===== config.mk =====
export PLATFORM = sky130hd
export DESIGN_NAME = xxh_ctrl
export DESIGN_NICKNAME = d
export VERILOG_FILES = /design/src/hw/rtl/xxh_pkg.sv /design/src/hw/rtl/xxh_ctrl.sv
export SDC_FILE = /design/constraint.sdc
export NUM_CORES = 1
export LEC_CHECK = 0
export ABC_AREA = 1
export BUFFER_PORTS_ARGS = -buffer_cell sky130_fd_sc_hd__buf_2
export CAP_MARGIN = 5
export CORE_ASPECT_RATIO = 1.1
export CORE_UTILIZATION = 50
export DETAILED_ROUTE_END_ITERATION = 8
export GPL_TIMING_DRIVEN = 0
export PLACE_DENSITY = 0.84
export SYNTH_ARGS = -nofsm -noshare
export SYNTH_HDL_FRONTEND = slang
export SYNTH_SLANG_ARGS = --single-unit

===== constraint.sdc =====
create_clock -name clock -period 2.1 [get_ports clock]
set_clock_uncertainty 0.15 [all_clocks]
set_input_delay 0.42 -clock clock [delete_from_list [all_inputs] [get_ports clock]]
set_output_delay 0.42 -clock clock [all_outputs]
set_load 0.01 [all_outputs]

===== src/hw/rtl/xxh_pkg.sv =====
`timescale 1ns / 1ps
// ----------------------------------------------------------------------------
// xxh_pkg
// Shared constants, types and helpers of the streaming XXH64 hash block.
// ----------------------------------------------------------------------------
package xxh_pkg;

   localparam logic [63:0] PRIME1 = 64'h9E37_79B1_85EB_CA87;
   localparam logic [63:0] PRIME2 = 64'hC2B2_AE3D_27D4_EB4F;
   localparam logic [63:0] PRIME3 = 64'h1656_67B1_9E37_79F9;
   localparam logic [63:0] PRIME4 = 64'h85EB_CA77_C2B2_AE63;
   localparam logic [63:0] PRIME5 = 64'h27D4_EB2F_1656_67C5;

   // seed-zero lane start values
   localparam logic [63:0] LANE0_INIT = 64'(PRIME1 + PRIME2);
   localparam logic [63:0] LANE1_INIT = PRIME2;
   localparam logic [63:0] LANE2_INIT = 64'd0;
   localparam logic [63:0] LANE3_INIT = 64'(64'd0 - PRIME1);

   typedef enum logic [4:0] {
      OP_NONE,
      OP_LOAD,
      OP_STORE,
      OP_LR_A,
      OP_LR_B,
      OP_STRIPE_END,
      OP_H_INIT,
      OP_H_ROT,
      OP_MG_A,
      OP_MG_B,
      OP_MG_C,
      OP_ADD_LEN,
      OP_TW_A,
      OP_TW_B,
      OP_TW_C,
      OP_Q_A,
      OP_Q_B,
      OP_B_A,
      OP_B_B,
      OP_F1,
      OP_F2,
      OP_OUT
   } op_type;

   typedef enum logic [4:0] {
      ST_IDLE,
      ST_DECIDE,
      ST_STORE,
      ST_LR_A,
      ST_LR_B,
      ST_STRIPE_END,
      ST_H_INIT,
      ST_H_ROT,
      ST_MG_A,
      ST_MG_B,
      ST_MG_C,
      ST_ADD_LEN,
      ST_TW_A,
      ST_TW_B,
      ST_TW_C,
      ST_Q_A,
      ST_Q_B,
      ST_B_A,
      ST_B_B,
      ST_F1,
      ST_F2,
      ST_OUT
   } state_type;

   typedef struct packed {
      logic       go;
      op_type     op;
      logic [2:0] idx;
   } cmd_type;

   typedef struct packed {
      logic       done;
      logic       last;
      logic       full;
      logic       had;
      logic [1:0] fill;
      logic [2:0] n;
   } status_type;

   function automatic logic [63:0] rotl64(input logic [63:0] x, input int r);
      rotl64 = (x << r) | (x >> (64 - r));
   endfunction

   function automatic logic is_mul_op(input op_type op);
      case (op)
         OP_LR_A, OP_LR_B, OP_MG_A, OP_MG_B, OP_MG_C, OP_TW_A, OP_TW_B, OP_TW_C,
         OP_Q_A, OP_Q_B, OP_B_A, OP_B_B, OP_F1, OP_F2: is_mul_op = 1'b1;
         default: is_mul_op = 1'b0;
      endcase
   endfunction

endpackage


===== src/hw/rtl/xxh_ctrl.sv =====
`timescale 1ns / 1ps
// ----------------------------------------------------------------------------
// xxh_ctrl
// Sequencer: walks stripe rounds and the finishing steps, drives the handshakes.
// ----------------------------------------------------------------------------
module xxh_ctrl (
   input  logic                clock,
   input  logic                reset,
   input  logic                req_valid,
   output logic                req_ready,
   output logic                rsp_valid,
   input  logic                rsp_ready,
   input  xxh_pkg::status_type st,
   output xxh_pkg::cmd_type    cmd
);
   import xxh_pkg::*;

   state_type  state_ff, state_in;
   logic [2:0] idx_ff, idx_in;
   logic       rsp_valid_ff, rsp_valid_in, out_fire;
   logic [3:0] idx_next;

   always_ff @(posedge clock) begin
      if (reset) begin
         state_ff     <= ST_IDLE;
         idx_ff       <= 3'd0;
         rsp_valid_ff <= 1'b0;
      end else begin
         state_ff     <= state_in;
         idx_ff       <= idx_in;
         rsp_valid_ff <= rsp_valid_in;
      end
   end

   always_comb begin
      state_in  = state_ff;
      idx_in    = idx_ff;
      idx_next  = {1'b0, idx_ff} + 4'd1;
      cmd.go    = 1'b0;
      cmd.op    = OP_NONE;
      cmd.idx   = idx_ff;
      req_ready = 1'b0;
      out_fire  = 1'b0;

      case (state_ff)
         ST_IDLE: begin
            req_ready = 1'b1;
            cmd.op    = OP_LOAD;
            cmd.go    = req_valid;
            if (req_valid) begin
               state_in = ST_DECIDE;
            end
         end
         ST_DECIDE: begin
            idx_in = 3'd0;
            if (!st.full) begin
               state_in = ST_H_INIT;
            end else if (st.fill == 2'd3) begin
               state_in = ST_LR_A;
            end else begin
               state_in = ST_STORE;
            end
         end
         ST_STORE: begin
            cmd.op = OP_STORE; cmd.go = 1'b1;
            state_in = st.last ? ST_H_INIT : ST_IDLE;
         end
         ST_LR_A: begin
            cmd.op = OP_LR_A; cmd.go = 1'b1;
            if (st.done) begin
               state_in = ST_LR_B;
            end
         end
         ST_LR_B: begin
            cmd.op = OP_LR_B; cmd.go = 1'b1;
            if (st.done) begin
               idx_in   = idx_next[2:0];
               state_in = (idx_ff == 3'd3) ? ST_STRIPE_END : ST_LR_A;
            end
         end
         ST_STRIPE_END: begin
            cmd.op = OP_STRIPE_END; cmd.go = 1'b1;
            state_in = st.last ? ST_H_INIT : ST_IDLE;
         end
         ST_H_INIT: begin
            cmd.op = OP_H_INIT; cmd.go = 1'b1;
            idx_in = 3'd1;
            state_in = st.had ? ST_H_ROT : ST_ADD_LEN;
         end
         ST_H_ROT: begin
            cmd.op = OP_H_ROT; cmd.go = 1'b1;
            idx_in = idx_next[2:0];
            if (idx_ff == 3'd3) begin
               idx_in   = 3'd0;
               state_in = ST_MG_A;
            end
         end
         ST_MG_A: begin
            cmd.op = OP_MG_A; cmd.go = 1'b1;
            if (st.done) state_in = ST_MG_B;
         end
         ST_MG_B: begin
            cmd.op = OP_MG_B; cmd.go = 1'b1;
            if (st.done) state_in = ST_MG_C;
         end
         ST_MG_C: begin
            cmd.op = OP_MG_C; cmd.go = 1'b1;
            if (st.done) begin
               idx_in   = idx_next[2:0];
               state_in = (idx_ff == 3'd3) ? ST_ADD_LEN : ST_MG_A;
            end
         end
         ST_ADD_LEN: begin
            cmd.op = OP_ADD_LEN; cmd.go = 1'b1;
            idx_in = 3'd0;
            if (st.fill != 2'd0)  state_in = ST_TW_A;
            else if (st.n >= 3'd4) state_in = ST_Q_A;
            else if (st.n != 3'd0) state_in = ST_B_A;
            else                   state_in = ST_F1;
         end
         ST_TW_A: begin
            cmd.op = OP_TW_A; cmd.go = 1'b1;
            if (st.done) state_in = ST_TW_B;
         end
         ST_TW_B: begin
            cmd.op = OP_TW_B; cmd.go = 1'b1;
            if (st.done) state_in = ST_TW_C;
         end
         ST_TW_C: begin
            cmd.op = OP_TW_C; cmd.go = 1'b1;
            if (st.done) begin
               idx_in = idx_next[2:0];
               if (idx_next != {2'd0, st.fill}) begin
                  state_in = ST_TW_A;
               end else begin
                  idx_in = 3'd0;
                  if (st.n >= 3'd4)      state_in = ST_Q_A;
                  else if (st.n != 3'd0) state_in = ST_B_A;
                  else                   state_in = ST_F1;
               end
            end
         end
         ST_Q_A: begin
            cmd.op = OP_Q_A; cmd.go = 1'b1;
            if (st.done) state_in = ST_Q_B;
         end
         ST_Q_B: begin
            cmd.op = OP_Q_B; cmd.go = 1'b1;
            if (st.done) begin
               idx_in   = 3'd4;
               state_in = (st.n > 3'd4) ? ST_B_A : ST_F1;
            end
         end
         ST_B_A: begin
            cmd.op = OP_B_A; cmd.go = 1'b1;
            if (st.done) state_in = ST_B_B;
         end
         ST_B_B: begin
            cmd.op = OP_B_B; cmd.go = 1'b1;
            if (st.done) begin
               idx_in   = idx_next[2:0];
               state_in = (idx_next == {1'b0, st.n}) ? ST_F1 : ST_B_A;
            end
         end
         ST_F1: begin
            cmd.op = OP_F1; cmd.go = 1'b1;
            if (st.done) state_in = ST_F2;
         end
         ST_F2: begin
            cmd.op = OP_F2; cmd.go = 1'b1;
            if (st.done) state_in = ST_OUT;
         end
         ST_OUT: begin
            // wait for the output register to be free
            cmd.op   = OP_OUT;
            out_fire = !rsp_valid_ff || rsp_ready;
            cmd.go   = out_fire;
            if (out_fire) state_in = ST_IDLE;
         end
         default: state_in = ST_IDLE;
      endcase

      rsp_valid_in = (rsp_valid_ff && !rsp_ready) || out_fire;
   end

   assign rsp_valid = rsp_valid_ff;
endmodule


; Yosys cells after proc, flatten, opt, wreduce, memory -nomap -nowiden
; Cells that the tools add are included.
[word_totals]
output_inout_bits = 11
inputBits = 13
reg_bits = 9
elab_cells = 102
[classes]
magnitude_cmp = 2
n_mux = 39
add_sub_neg = 1
eq_ne = 43
n_reduce_logical = 14
[op_table]
columns = operator, n
row1 = $pmux W6 S21, 1
row2 = $pmux W5 S21, 1
row3 = $mux W5, 20
row4 = $eq A5 B4 Y1 const B, 8
row5 = $ne A2 B2 Y1 const B, 17
row6 = $eq A5 B5 Y1 const B, 6
row7 = $mux W3, 8
row8 = $eq A5 B3 Y1 const B, 4
row9 = $pmux W3 S6, 1
row10 = $reduce_and A17 Y1, 1
row11 = $eq A5 B2 Y1 const B, 2
row12 = $mux W2, 4
row13 = $reduce_bool A6 Y1, 1
row14 = $eq A5 B1 Y1 const B, 1
row15 = $logic_not A5 Y1, 1
row16 = $add A3 B1 Y4 const B, 1
row17 = $eq A4 B3 Y1, 1
row18 = $mux W4, 1
row19 = $ne A4 B2 Y1, 1
row20 = $reduce_and A4 Y1, 1
row21 = $reduce_or A2 Y1, 2
row22 = $eq A3 B2 Y1 const B, 1
row23 = $ge A3 B3 Y1 const B, 1
row24 = $gt A3 B3 Y1 const B, 1
row25 = 9 further kinds, 13

; Depth between registers and ports, before layout
[logic_depth]
word_depth = 6
depth_mapped = 13
ltp_nobuf = 13

; Worst setup path after synthesis
; No wires, ideal clock.
[synth_timing]
path_kind = register to output
start = register state_ff[4]
end = output port cmd[3] in the netlist's numbering
t_arrival_ns = 1.326
path_stages_with_launch = 8
required_time_ns = 1.530
setup_slack_ns = 0.204
n_path_buf = 1
cell_sequence = dfxtp_1 > inv_2 > buf_1 > nor2_1 > nor2_1 > nand2_1 > a211oi_1 > nand3_1
[synth_rtl]
columns = element, line
row1 = from (decl), xxh_ctrl.sv:18  ; state_type state_ff, state_in;
row2 = from (signal assigned), xxh_ctrl.sv:29  ; state_ff <= state_in;
row3 = to (decl), xxh_ctrl.sv:14  ; output xxh_pkg::cmd_type cmd

==> impl_results.md <==
* Critical Path Most Common Cell: sky130_fd_sc_hd__nand2_2
* Tot Pwr at 1820 µW
* Netlist cell types at 27
* Worst voltage drop across the vdd grid at 0.825 mV
* Clock Path Buffers at 2
* Clock sink count at 9
* Relative slew slack at 67.8%
* Number of global-route vias before repair at 1584
* Area of all sequential standard cells at 193 µm²
* Remaining number of nets flagged by the antenna check after routing at 0
* Final routed DRC violation total at 0
* Netlist area before placement at 1310 µm²
* Crit path DAT at 1590 ps
* Clk Latency, worst-skew pair at 270 ps
* Final HPWL DP at 2850 µm
* Longest individual stage delay on the worst path at 320 ps
* Hold path depth at 4
* Area occupied by multi-input gates at 1060 µm²
* Overall routing resource usage at 32.9%
* First drt pass iteration count at 5
* Crit end category: primary output
* Least setup slack across all paths after layout at -57.0 ps
* Avg WL per Cell at 15.0 µm
* Worst-Margin Slew at 483 ps
* Required time of the critical path at 1530 ps
* Floorplan core area at 2500 µm²
* Antenna diode instance count at 0
* Top library cells by usage in the layout, fill and taps aside: 59 x sky130_fd_sc_hd__nand2_1, 27 x sky130_fd_sc_hd__nor2_1, 24 x sky130_fd_sc_hd__inv_1, 24 x sky130_fd_sc_hd__buf_4, 21 x sky130_fd_sc_hd__buf_2
* First-pass GRT wire length at 7020 µm
* Initial standard-cell utilization of the core at 52.4%
* Highest attainable clock frequency at 0.464 GHz
* Internal Pwr Total at 844 µW
* Violations in the final reports: setup timing
* Unrepaired setup endpoints after global routing: yes
* Sequential cell fraction of total power at 14.2%
* Vertical extent of the die at 55.6 µm
* Remaining global-route overflow at 0
* R2R cell count at 12
* Leakage power total at 0.000944 µW
* Fraction of final layout cells with drive strength greater than 1 at 41.0%
* Warning count from the yosys run at 0
* Worst hold path class: input pin to register
* Fraction of power spent switching nets at 53.6%
* Count of vias placed by the detailed router at 1825
* Commonest non-fill, non-tap cell in the layout: sky130_fd_sc_hd__nand2_1
* Power share of the clock group at 7.5%
* Run status: finished, violations left
* Cts bufs inserted at 3
* Gate count of the mapped netlist at 237
* CTS tree: built
* Power density over the cells at 1010 nW/µm²
* Classification of the worst setup path: register to primary output
* Routed vias/inst at 5.72
* Placer Congestion at 0.960
* Count of pins over their slew limit at 0
* Number of I/O pins at 24
* Layout fillers at 213
* Final number of setup-violating endpoints at 3
* Kind of start point of the critical path: register
* Ordered cell list for the critical path: buf_6 > nand2_2 > inv_2 > nand2_1 > nand2_2 > a211oi_2 > nand3_1 > buf_2
* Number of port buffers at 22
* Fin crit period at 2160 ps
* Slowest CP cell: sky130_fd_sc_hd__dfxtp_2
* Area of placed instances at 1460 µm²
* Comb pwr share at 78.3%
* Number of violations of the max-capacitance limit at 0
* Root buf cell: sky130_fd_sc_hd__clkbuf_4
* Share of the synthesized area in the top cell type at 18.7%
* Clock-pin slew of the registers on the worst-case setup and hold paths at 60 ps
* Net switching power of the design at 974 µW
* Largest fanout on the critical path at 4
* Post-detailed-routing wire length at 4780 µm
* Area growth, synth to finish at 38.1%
* Nets@finish at 305
* Full die area at 2820 µm²
* X dimension of the die at 50.8 µm
* Site row count at 19
* Flip-flop and latch count after synthesis at 9
* Final instance area at 1810 µm²
* Largest net degree at the start of global routing at 11
* Sequential-to-total area share from yosys stat at 13.8%
* Hold-fix buffer count after cts at 0
* DRC violation total after the first TritonRoute iteration at 159
* Average size of a mapped cell at 5.52 µm²
* Syn_nets at 253
* Cell taking the most area after synthesis: sky130_fd_sc_hd__nand2_1
* Clock H-tree levels at 1
* Final period util at 103%
* Final hold vios at 0
* Antenna violations before repair at 0
* Largest cells by area after synthesis: sky130_fd_sc_hd__nand2_1 19%, sky130_fd_sc_hd__dfxtp_1 14%, sky130_fd_sc_hd__nor2_1 9.2%
## worst max-delay path, delay by kind of cell, from the launching register on
kind | cells | cell delay [ps]
buffers and inverters | 3 | 350
AO/OA/AOI/OAI | 1 | 220
flip-flops | 1 | 320
AND/OR/NAND/NOR | 4 | 420
## sequential cells by signal, indices dropped and copies added (netlist names)
register	cells
state_ff	5
rsp_valid	1
idx_ff	3
## stage by stage
stage | utilization (%) | setup slack [ps] | hold WS, ps | TNS (ps) | std cells
detailed placement | 58.3 | -47.4 | 367 | -47.4 | 290
CTS | 67.1 | -5.11 | 332 | -5.11 | 312
floorplan | - | 204 | 372 | 0 | 237
finish | 72.3 | -57.0 | 322 | -115 | 319
global placement | 58.3 | -81.6 | 365 | -81.6 | 290
global route | 72.3 | -122 | 370 | -267 | 319
## per-layer routing
| layer | vias up | global-route usage (%) | routed length, µm | part of all wire (%) |
|---|---|---|---|---|
| met5 | - | 0 | 0 | 0 |
| met3 | 31 | 7.92 | 490 | 10 |
| met2 | 138 | 52.0 | 2220 | 47 |
| met4 | 0 | 15.9 | 228 | 4.8 |
| met1 | 792 | 41.3 | 1840 | 38 |
| li1 | 864 | - | - | - |
## power groups by stage
| stage | clock network [µW] | logic, µW | registers (µW) |
|---|---|---|---|
| after global placement | 0 | 1070 | 239 |
| after floorplan | 0 | 804 | 240 |
| after detailed placement | 0 | 1070 | 240 |
| final | 136 | 1420 | 258 |
| after CTS | 133 | 1250 | 235 |
| after global routing | 146 | 1520 | 262 |
## cells in the mapped netlist
cell and number:
sky130_fd_sc_hd__nand4_1 7, sky130_fd_sc_hd__buf_4 1, sky130_fd_sc_hd__nand3b_1 3, sky130_fd_sc_hd__dfxtp_1 9, sky130_fd_sc_hd__inv_1 24, sky130_fd_sc_hd__inv_2 8
sky130_fd_sc_hd__o21ai_2 1, sky130_fd_sc_hd__nor3_2 1, sky130_fd_sc_hd__nor3_1 3, sky130_fd_sc_hd__ha_1 3, sky130_fd_sc_hd__a22oi_1 1, sky130_fd_sc_hd__buf_1 2
sky130_fd_sc_hd__nor2_4 5, sky130_fd_sc_hd__buf_6 2, sky130_fd_sc_hd__nand2_1 65, sky130_fd_sc_hd__a21oi_1 8, sky130_fd_sc_hd__nand2_2 14, sky130_fd_sc_hd__o21ai_1 2
sky130_fd_sc_hd__a211oi_1 1, sky130_fd_sc_hd__o31ai_1 1, sky130_fd_sc_hd__nand3_1 21, sky130_fd_sc_hd__and3_1 1, sky130_fd_sc_hd__a21oi_2 6, sky130_fd_sc_hd__o21ai_0 9
sky130_fd_sc_hd__nor2_2 6, sky130_fd_sc_hd__nor2_1 32, sky130_fd_sc_hd__buf_2 1
## cells by family (layout without fill, tap and decap cells)
logic type               after synthesis  after routing  share of synthesized area, %
AO/OA/AOI/OAI                         29             29                          13.7
adder cells (fa/ha/maj)                3              3                          2.87
buffers and inverters                 38             88                          12.4
flip-flops                             9              9                          13.8
AND/OR/NAND/NOR                      158            159                          57.2
## cell type report
type | instances | area share, %
inverters | 32 | 7.07
flip-flops and latches | 9 | 10.7
multi-input cells | 191 | 58.9
clock buffers | 4 | 1.46
repair buffers | 47 | 17.0
well taps | 31 | 2.15
plain buffers | 5 | 2.70
## path summary, 6_finish.rpt
kind,from,endpoint,slack [ps]
min,rsp_ready,rsp_valid,320
max reg2reg,state_ff[0],state_ff[1],110
max,state_ff[1],cmd[3],-60
min reg2reg,idx_ff[2],idx_ff[2],380
## timing repair
item / in CTS / in global routing
setup endpoints to repair: 3 / 9
pin swaps: 7 / 7
gates cloned: 0 / 1
resized for setup: 20 / 24
setup buffers: 18 / 7
No activity file was read; power rests on OpenSTA's default activity.
